===== config.mk =====
export PLATFORM = sky130hd
export DESIGN_NAME = best_fit_block_pool
export DESIGN_NICKNAME = d
export VERILOG_FILES = /design/src/design/bfbp_pkg.sv /design/src/design/bfbp_cell.sv /design/src/design/best_fit_block_pool.sv
export SDC_FILE = /design/constraint.sdc
export NUM_CORES = 2
export LEC_CHECK = 0
export BUFFER_PORTS_ARGS = -buffer_cell sky130_fd_sc_hd__buf_2
export CAP_MARGIN = 10
export CORE_MARGIN = 10
export CORE_UTILIZATION = 50
export CTS_BUF_LIST = sky130_fd_sc_hd__clkbuf_2 sky130_fd_sc_hd__clkbuf_4 sky130_fd_sc_hd__clkbuf_8
export DETAILED_ROUTE_END_ITERATION = 12
export GPL_ROUTABILITY_DRIVEN = 0
export PLACE_DENSITY = 0.74
export SLEW_MARGIN = 30
export SYNTH_ARGS = -nofsm -noshare
export SYNTH_HDL_FRONTEND = slang
export SYNTH_SLANG_ARGS = --single-unit

===== constraint.sdc =====
create_clock -name clk -period 6.25 [get_ports clk]
set_clock_uncertainty 0.2 [all_clocks]
set_input_delay 0.3125 -clock clk [delete_from_list [all_inputs] [get_ports clk]]
set_output_delay 0.3125 -clock clk [all_outputs]
set_load 0.03 [all_outputs]

===== src/design/bfbp_pkg.sv =====
// shared types, widths and codes for the best-fit block pool
package bfbp_pkg;

  // default number of pool slots
  localparam int POOL_DEPTH_DEF = 16;

  // field widths
  localparam int LIMIT_W = 5;
  localparam int SIZE_W  = 24;
  localparam int ADDR_W  = 32;
  localparam int CMD_W   = 2;

  // pool limit after reset
  localparam logic [LIMIT_W-1:0] LIMIT_RESET = 5'd16;

  // command codes
  localparam logic [CMD_W-1:0] CMD_ALLOC = 2'd0;
  localparam logic [CMD_W-1:0] CMD_FREE  = 2'd1;
  localparam logic [CMD_W-1:0] CMD_RESET = 2'd2;

  // control sequencer states
  typedef enum logic [1:0] {
    ST_IDLE,
    ST_SCAN,
    ST_DONE
  } state_t;

  // control part of the search token passed from cell to cell
  typedef struct packed {
    logic valid;
    logic found;
  } tok_ctl_t;

endpackage


===== src/design/bfbp_cell.sv =====
// one pool slot with its stage of the best-fit search chain
module bfbp_cell #(
  parameter int CELL_IDX = 0,
  parameter int IDX_W    = 4,
  parameter int CNT_W    = 5
) (
  input  logic                       clk,
  input  logic                       rst,
  // broadcast slot write
  input  logic                       wr_en,
  input  logic [IDX_W-1:0]           wr_idx,
  input  logic [bfbp_pkg::ADDR_W-1:0] wr_addr,
  input  logic [bfbp_pkg::SIZE_W-1:0] wr_size,
  // pool occupancy and requested size
  input  logic [CNT_W-1:0]           count,
  input  logic [bfbp_pkg::SIZE_W-1:0] req_size,
  // token from the previous cell
  input  bfbp_pkg::tok_ctl_t         in_ctl,
  input  logic [IDX_W-1:0]           in_idx,
  input  logic [bfbp_pkg::SIZE_W-1:0] in_size,
  input  logic [bfbp_pkg::ADDR_W-1:0] in_addr,
  input  logic [bfbp_pkg::ADDR_W-1:0] in_last_addr,
  input  logic [bfbp_pkg::SIZE_W-1:0] in_last_size,
  // token to the next cell
  output bfbp_pkg::tok_ctl_t         out_ctl,
  output logic [IDX_W-1:0]           out_idx,
  output logic [bfbp_pkg::SIZE_W-1:0] out_size,
  output logic [bfbp_pkg::ADDR_W-1:0] out_addr,
  output logic [bfbp_pkg::ADDR_W-1:0] out_last_addr,
  output logic [bfbp_pkg::SIZE_W-1:0] out_last_size
);

  logic [bfbp_pkg::ADDR_W-1:0] slot_addr;
  logic [bfbp_pkg::SIZE_W-1:0] slot_size;
  logic                        occupied;
  logic                        is_last;
  logic                        take;

  // slot storage, written by a free or by the move of the last entry
  always_ff @(posedge clk) begin
    if (wr_en && (wr_idx == IDX_W'(CELL_IDX))) begin
      slot_addr <= wr_addr;
      slot_size <= wr_size;
    end
  end

  // compare this slot with the best block seen so far
  always_comb begin
    occupied = CNT_W'(CELL_IDX) < count;
    is_last  = count == CNT_W'(CELL_IDX + 1);
    take     = occupied && (slot_size >= req_size) &&
               (!in_ctl.found || (slot_size < in_size));
  end

  // token control
  always_ff @(posedge clk) begin
    if (rst) begin
      out_ctl <= '0;
    end else begin
      out_ctl.valid <= in_ctl.valid;
      out_ctl.found <= in_ctl.found | take;
    end
  end

  // token payload
  always_ff @(posedge clk) begin
    out_idx       <= take ? IDX_W'(CELL_IDX) : in_idx;
    out_size      <= take ? slot_size : in_size;
    out_addr      <= take ? slot_addr : in_addr;
    out_last_addr <= is_last ? slot_addr : in_last_addr;
    out_last_size <= is_last ? slot_size : in_last_size;
  end

endmodule


===== src/design/best_fit_block_pool.sv =====
// top level of the best-fit free block pool: control, result register and cell chain
//
// Holds up to POOL_DEPTH freed blocks (address and size). Requests come in on
// the s_ channel, one result per request goes out on the m_ channel.
// s_tuser carries the command: alloc, free or reset pool; s_tdata the request
// size, block address and block size. m_tdata returns address and size,
// m_tuser the hit and dropped flags. cfg_we/cfg_wdata set the pool limit.
// An alloc sends a search token down a chain of POOL_DEPTH cells, one cell a
// cycle; each cell holds one slot and keeps the smallest fitting block seen.
// An alloc result passes from the chain end through the pending result
// register to the output register; free, reset pool and unused commands go
// straight to those two registers. A new request is taken only in idle, once
// the previous result has been loaded into the output register.
// rst empties the pool and sets the limit to 16. While the receiver stalls
// the result stays in the output register; one further request can be
// taken and is held finished until the output register is free.
module best_fit_block_pool #(
  parameter int POOL_DEPTH = bfbp_pkg::POOL_DEPTH_DEF
) (
  input  logic        clk,
  input  logic        rst,
  // configuration
  input  logic        cfg_we,
  input  logic [4:0]  cfg_wdata,   // pool_limit
  // request channel
  input  logic        s_tvalid,
  output logic        s_tready,
  input  logic [79:0] s_tdata,     // req_size[23:0], block_addr[55:24], block_size[79:56]
  input  logic [1:0]  s_tuser,     // cmd[1:0]
  // result channel
  input  logic        m_tready,
  output logic        m_tvalid,
  output logic [55:0] m_tdata,     // addr[31:0], real_size[55:32]
  output logic [1:0]  m_tuser      // hit[0], dropped[1]
);

  localparam int IDX_W = (POOL_DEPTH > 1) ? $clog2(POOL_DEPTH) : 1;
  localparam int CNT_W = $clog2(POOL_DEPTH + 1);
  localparam int CMP_W = (CNT_W > bfbp_pkg::LIMIT_W) ? CNT_W : bfbp_pkg::LIMIT_W;
  localparam int SW    = bfbp_pkg::SIZE_W;
  localparam int AW    = bfbp_pkg::ADDR_W;

  bfbp_pkg::state_t state;
  bfbp_pkg::state_t state_next;

  logic [bfbp_pkg::LIMIT_W-1:0] pool_limit;
  logic [CNT_W-1:0]             count;
  logic [SW-1:0]                req;
  logic [SW-1:0]                req_cur;
  logic                         pend_hit;
  logic                         pend_drop;
  logic [AW-1:0]                pend_addr;
  logic [SW-1:0]                pend_size;

  // request fields
  logic [bfbp_pkg::CMD_W-1:0] in_cmd;
  logic [SW-1:0]              in_req;
  logic [AW-1:0]              in_baddr;
  logic [SW-1:0]              in_bsize;

  logic             s_xfer;
  logic             out_load;
  logic             start;
  logic             scan_done;
  logic [CMP_W-1:0] lim_eff;
  logic             room;
  logic             free_ok;

  logic             wr_en;
  logic [IDX_W-1:0] wr_idx;
  logic [AW-1:0]    wr_addr;
  logic [SW-1:0]    wr_size;

  // chain links, index k feeds cell k
  bfbp_pkg::tok_ctl_t ch_ctl       [POOL_DEPTH+1];
  logic [IDX_W-1:0]   ch_idx       [POOL_DEPTH+1];
  logic [SW-1:0]      ch_size      [POOL_DEPTH+1];
  logic [AW-1:0]      ch_addr      [POOL_DEPTH+1];
  logic [AW-1:0]      ch_last_addr [POOL_DEPTH+1];
  logic [SW-1:0]      ch_last_size [POOL_DEPTH+1];

  assign in_cmd   = s_tuser;
  assign in_req   = s_tdata[23:0];
  assign in_baddr = s_tdata[55:24];
  assign in_bsize = s_tdata[79:56];

  // limit in force and room for a free
  always_comb begin
    if (CMP_W'(pool_limit) > CMP_W'(POOL_DEPTH)) begin
      lim_eff = CMP_W'(POOL_DEPTH);
    end else begin
      lim_eff = CMP_W'(pool_limit);
    end
    room    = CMP_W'(count) < lim_eff;
    free_ok = s_xfer && (in_cmd == bfbp_pkg::CMD_FREE) && room;
  end

  // next state
  always_comb begin
    state_next = state;
    case (state)
      bfbp_pkg::ST_IDLE: begin
        if (s_tvalid) begin
          if (in_cmd == bfbp_pkg::CMD_ALLOC) begin
            state_next = bfbp_pkg::ST_SCAN;
          end else begin
            state_next = bfbp_pkg::ST_DONE;
          end
        end
      end
      bfbp_pkg::ST_SCAN: begin
        if (ch_ctl[POOL_DEPTH].valid) begin
          state_next = bfbp_pkg::ST_DONE;
        end
      end
      bfbp_pkg::ST_DONE: begin
        if (!m_tvalid || m_tready) begin
          state_next = bfbp_pkg::ST_IDLE;
        end
      end
      default: begin
        state_next = bfbp_pkg::ST_IDLE;
      end
    endcase
  end

  // sequencer outputs
  always_comb begin
    s_tready  = 1'b0;
    out_load  = 1'b0;
    scan_done = 1'b0;
    case (state)
      bfbp_pkg::ST_IDLE: begin
        s_tready = 1'b1;
      end
      bfbp_pkg::ST_SCAN: begin
        scan_done = ch_ctl[POOL_DEPTH].valid;
      end
      bfbp_pkg::ST_DONE: begin
        out_load = !m_tvalid || m_tready;
      end
      default: begin
        s_tready = 1'b0;
      end
    endcase
  end

  assign s_xfer = s_tvalid && s_tready;
  assign start  = s_xfer && (in_cmd == bfbp_pkg::CMD_ALLOC);

  // state register
  always_ff @(posedge clk) begin
    if (rst) begin
      state <= bfbp_pkg::ST_IDLE;
    end else begin
      state <= state_next;
    end
  end

  // pool limit register
  always_ff @(posedge clk) begin
    if (rst) begin
      pool_limit <= bfbp_pkg::LIMIT_RESET;
    end else if (cfg_we) begin
      pool_limit <= cfg_wdata;
    end
  end

  // occupancy
  always_ff @(posedge clk) begin
    if (rst) begin
      count <= '0;
    end else if (s_xfer && (in_cmd == bfbp_pkg::CMD_RESET)) begin
      count <= '0;
    end else if (free_ok) begin
      count <= count + CNT_W'(1);
    end else if (scan_done && ch_ctl[POOL_DEPTH].found) begin
      count <= count - CNT_W'(1);
    end
  end

  // slot write: append on free, move last entry into the taken slot on a hit
  always_comb begin
    wr_en   = free_ok || (scan_done && ch_ctl[POOL_DEPTH].found);
    wr_idx  = count[IDX_W-1:0];
    wr_addr = in_baddr;
    wr_size = in_bsize;
    if (scan_done) begin
      wr_idx  = ch_idx[POOL_DEPTH];
      wr_addr = ch_last_addr[POOL_DEPTH];
      wr_size = ch_last_size[POOL_DEPTH];
    end
  end

  // request size held for the search
  always_ff @(posedge clk) begin
    if (start) begin
      req <= in_req;
    end
  end

  // size seen by the cells: the first cell compares in the transfer cycle itself
  assign req_cur = start ? in_req : req;

  // finished result waiting for the output register
  always_ff @(posedge clk) begin
    if (s_xfer) begin
      pend_hit  <= 1'b0;
      pend_drop <= (in_cmd == bfbp_pkg::CMD_FREE) && !room;
      pend_addr <= '0;
      pend_size <= '0;
    end else if (scan_done) begin
      pend_hit  <= ch_ctl[POOL_DEPTH].found;
      pend_drop <= 1'b0;
      pend_addr <= ch_ctl[POOL_DEPTH].found ? ch_addr[POOL_DEPTH] : '0;
      pend_size <= ch_ctl[POOL_DEPTH].found ? ch_size[POOL_DEPTH] : req;
    end
  end

  // output register
  always_ff @(posedge clk) begin
    if (rst) begin
      m_tvalid <= 1'b0;
    end else if (out_load) begin
      m_tvalid <= 1'b1;
    end else if (m_tready) begin
      m_tvalid <= 1'b0;
    end
  end

  always_ff @(posedge clk) begin
    if (out_load) begin
      m_tdata <= {pend_size, pend_addr};
      m_tuser <= {pend_drop, pend_hit};
    end
  end

  // token entering the chain
  assign ch_ctl[0]       = '{valid: start, found: 1'b0};
  assign ch_idx[0]       = '0;
  assign ch_size[0]      = '0;
  assign ch_addr[0]      = '0;
  assign ch_last_addr[0] = '0;
  assign ch_last_size[0] = '0;

  // row of slot cells
  for (genvar k = 0; k < POOL_DEPTH; k++) begin : g_cell
    bfbp_cell #(
      .CELL_IDX (k),
      .IDX_W    (IDX_W),
      .CNT_W    (CNT_W)
    ) u_cell (
      .clk           (clk),
      .rst           (rst),
      .wr_en         (wr_en),
      .wr_idx        (wr_idx),
      .wr_addr       (wr_addr),
      .wr_size       (wr_size),
      .count         (count),
      .req_size      (req_cur),
      .in_ctl        (ch_ctl[k]),
      .in_idx        (ch_idx[k]),
      .in_size       (ch_size[k]),
      .in_addr       (ch_addr[k]),
      .in_last_addr  (ch_last_addr[k]),
      .in_last_size  (ch_last_size[k]),
      .out_ctl       (ch_ctl[k+1]),
      .out_idx       (ch_idx[k+1]),
      .out_size      (ch_size[k+1]),
      .out_addr      (ch_addr[k+1]),
      .out_last_addr (ch_last_addr[k+1]),
      .out_last_size (ch_last_size[k+1])
    );
  end

  // occupancy never exceeds the slot count
  a_count_bound: assert property (@(posedge clk) disable iff (rst)
    CNT_W'(POOL_DEPTH) >= count)
    else $error("pool occupancy above depth");

  // a block found by the search lies in an occupied slot
  a_found_in_pool: assert property (@(posedge clk) disable iff (rst)
    (ch_ctl[POOL_DEPTH].valid && ch_ctl[POOL_DEPTH].found) |->
    (CNT_W'(ch_idx[POOL_DEPTH]) < count))
    else $error("search result outside occupied slots");

  // a kept free grows the pool by one
  a_free_grows: assert property (@(posedge clk) disable iff (rst)
    free_ok |=> (count == $past(count) + CNT_W'(1)))
    else $error("kept free did not grow the pool");

  // search token only reaches the end while a search is running
  a_tail_in_scan: assert property (@(posedge clk) disable iff (rst)
    ch_ctl[POOL_DEPTH].valid |-> (state == bfbp_pkg::ST_SCAN))
    else $error("search token outside scan");

  // a result is never both a hit and a dropped free
  a_hit_xor_drop: assert property (@(posedge clk) disable iff (rst)
    m_tvalid |-> !(m_tuser[0] && m_tuser[1]))
    else $error("hit and dropped both set");

endmodule


==> qor.txt <==
status: complete, no violations
Slew Viols, Final: 0
Cell Area, Placed: 0.114 sq mm
post_cts resized: 0
initial antenna violation count: 3
Critical path origin: s_tuser[0]
synth top area cells: dfxtp_1 36%, edfxtp_1 26%, mux2_2 16%, ha_1 8.3%, inv_1 1.5%
Core ar.: 0.217 sq mm
H-tree depth: 5
Routed WL per cell: 21.0 um
largest net degree at the start of global routing: 75
die footprint: 0.238 sq mm
Die Y: 487 um
Yosys warning count: 0
met3 usage: 3.28%
detailed-route wire length: 243 mm
Post CTS Setup Buffer Count: 0
Clk Latency, worst-skew pair: 1.11 ns
Final nets: 9163
First DRT Iteration DRCs: 3928
Max FO, Critical Path: 60
fin crit period: 5.73 ns
startpoint of the worst hold path: s_tdata[28]
post-synth top area share: 36.0%
dpl cells: 10700
vias in the first global route: 65300
EDFF count, synth: 955
multi-input logic area: 0.0388 sq mm
met1 track demand over resource: 26.7%
Cells after Synth: 7788
CTS buffer count: 436
post-DR vias/cell: 5.32
reg2reg start: state[1]
Final setup viols: 0
Seq/Total Area, Yosys: 62.3%
Max transition margin: 28.9%
post-synth cell types: 88
WHS Path Cells: 3
growth of design area from synthesis to finish: 14.0%
dpl ws: 0.624 ns
Reg clk slew, reported paths: 0.06 ns
Crit path arrival time: 6.42 ns
RSZ-0062 raised after global routing: false
area leader, netlist: dfxtp_1
CTS Sinks: 2922
VDD IR-drop max: 0.000200 V
gr busiest metal: met2
first-pass GRT wire length: 377 mm
Clock Path Buffers: 4
Leak: 50.8 nW
GRT met2 Usage: 32.2%
TNS Setup: 0 ns
post-DP HPWL: 173 mm
Reg area: 0.0681 sq mm
FP Rows: 171
cts-stage hold buffer count: 106
Synth Cell Area: 0.109 sq mm
Finished Layout Cells: 11600
Worst Reg2Reg Path Length in Cells: 16
max frequency: 174 MHz
Slew @ Worst Pin: 1.04 ns
Final WS setup: 0.518 ns
DR vias: 61500
Layout fillers: 16600
DRT Pass-1 Iters: 6
R2R Setup Slk: 0.61 ns
Synth Register Bits: 2922
Avg Cell Area, Syn: 14.0 sq um
Worst setup SP type: primary input
min-delay worst type: in -> reg
ys flop type: dfxtp_1
Max Cap Viol: 0
io pins: 152
CP Capture Type: register
ANT nets after route: 0
power per cell area: 318 mW/mm^2
gr usage total: 19.9%
critical path data required time: 6.94 ns
total grt overflow: 0
root buf cell: clkbuf_8
RR Endpoint: g_cell[8].u_cell.out_size[19]
Starting Density: 50.3%
crit path kind: in -> reg
share of layout cells above drive strength 1: 31.9%
DR DRC count: 0
Final Hold Fails: 0
IO Port Bufs: 151
Die Span X: 487 um
Worst Hold End: g_cell[15].u_cell.slot_addr[4]
fin crit share: 91.7%
Synth Net Count: 8602
CTS tree: built
Finished Cell Area: 0.124 sq mm
asr flop ratio synth: 0%
==> cells in the mapped netlist (all sizes together), types with 64 or more instances <==
| cell type | count |
|---|---|
| dfxtp | 1967 |
| mux2 | 1658 |
| edfxtp | 955 |
| ha | 722 |
| inv | 423 |
| nand2 | 323 |
| nor2 | 200 |
| a21oi | 181 |
| o21ai | 174 |
| a21o | 152 |
| clkbuf | 140 |
| buf | 118 |
| nand4 | 86 |
| nand3 | 64 |
==> area by class of cell <==
cell class	count	share of cell area [%]
flip-flops and latches	2922	54.7
multi-input cells	4184	31.1
clock buffers	695	6.86
well taps	2854	2.87
repair buffers	381	2.38
inverters	424	1.28
clock inverters	102	0.784
diodes	9	0.0181
==> layout by cell type (no fill, tap or decap), types with 18 or more instances in the layout <==
cell,instances
a2111oi_0,19
a211oi_1,58
a21o_1,152
a21oi_1,180
a22o_1,32
a31oi_1,18
and3_1,62
buf_2,151
buf_4,104
bufinv_16,18
clkbuf_4,164
clkbuf_8,531
clkinv_1,22
clkinv_2,50
dfxtp_1,1967
dlygate4sd3_1,109
edfxtp_1,955
ha_1,722
inv_1,422
mux2_1,29
mux2_2,1579
mux2_4,50
mux2i_1,32
nand2_1,317
nand2b_1,48
nand3_1,61
nand4_1,86
nor2_1,179
nor2_4,20
nor2b_1,44
nor3_1,34
o211ai_1,30
o21a_1,23
o21ai_0,170
==> flip-flops by register name, summed over array words and instances (netlist names), 32 cells and up <==
name / cells
g_cell.u_cell.slot_size: 384
pend_addr: 32
m_tdata: 56
g_cell.u_cell.out_idx: 49
g_cell.u_cell.out_last_addr: 512
g_cell.u_cell.out_ctl: 32
g_cell.u_cell.slot_addr: 512
g_cell.u_cell.out_addr: 512
g_cell.u_cell.out_size: 384
g_cell.u_cell.out_last_size: 384
==> metal layers <==
metal,routed length (um),up-vias
met5,18,-
met2,112000,1581
met4,9360,2
met3,11600,541
met1,111000,30100
li1,-,29300
==> where the power goes <==
group	leakage, nW	internal [mW]	switching (mW)
registers	24.5	20.1	0.202
logic	21.2	1.19	1.75
clock network	5.09	9.39	6.96
==> how the worst max path moves through the flow <==
stage	slack, ns	to
4_1_cts	0.71	g_cell[8].u_cell.out_size[19]
2_1_floorplan	0.95	g_cell[3].u_cell.slot_addr[0]
5_1_grt	0.39	g_cell[2].u_cell.out_size[18]
3_5_place_dp	0.62	g_cell[8].u_cell.out_addr[6]
6_report	0.52	g_cell[8].u_cell.out_size[19]
3_3_place_gp	0.62	g_cell[13].u_cell.out_size[7]
==> kinds of logic (layout without fill, tap and decap cells) <==
family,after synthesis,after routing,synth area share (%)
adder cells (fa/ha/maj),726,726,8.31
XOR/XNOR,12,12,0.0962
AND/OR/NAND/NOR,956,956,4.26
flip-flops,2922,2922,62.3
other,0,9,0
buffers and inverters,682,1602,2.57
multiplexers,1704,1704,17.7
AO/OA/AOI/OAI,786,786,4.78
==> through the flow <==
stage	util, %	total power, mW	hold WS [ns]
after global routing	57.3	41.0	0.0676
after CTS	57.3	39.8	0.000448
after floorplan	-	22.3	0.186
after detailed placement	52.4	23.5	0.192
final	57.3	39.6	0.0994
after global placement	52.4	23.4	0.189
==> critical path, stage by stage <==
cell and delay (ns):
dlygate4sd3_1 0.53, buf_2 0.15, dlygate4sd3_1 0.56, nor2_1 0.29
nand2_2 0.42, buf_4 0.38, mux2_2 0.30, inv_1 0.49
buf_4 0.32, ha_1 0.15, and4_1 0.21, o211ai_1 0.23
nor3_1 0.28, o21ai_0 0.16, a211oi_1 0.40, a211oi_2 0.17
a211oi_4 0.23, buf_12 0.35, mux2_2 0.39
Note: power is estimated with default switching activity, not from simulation.
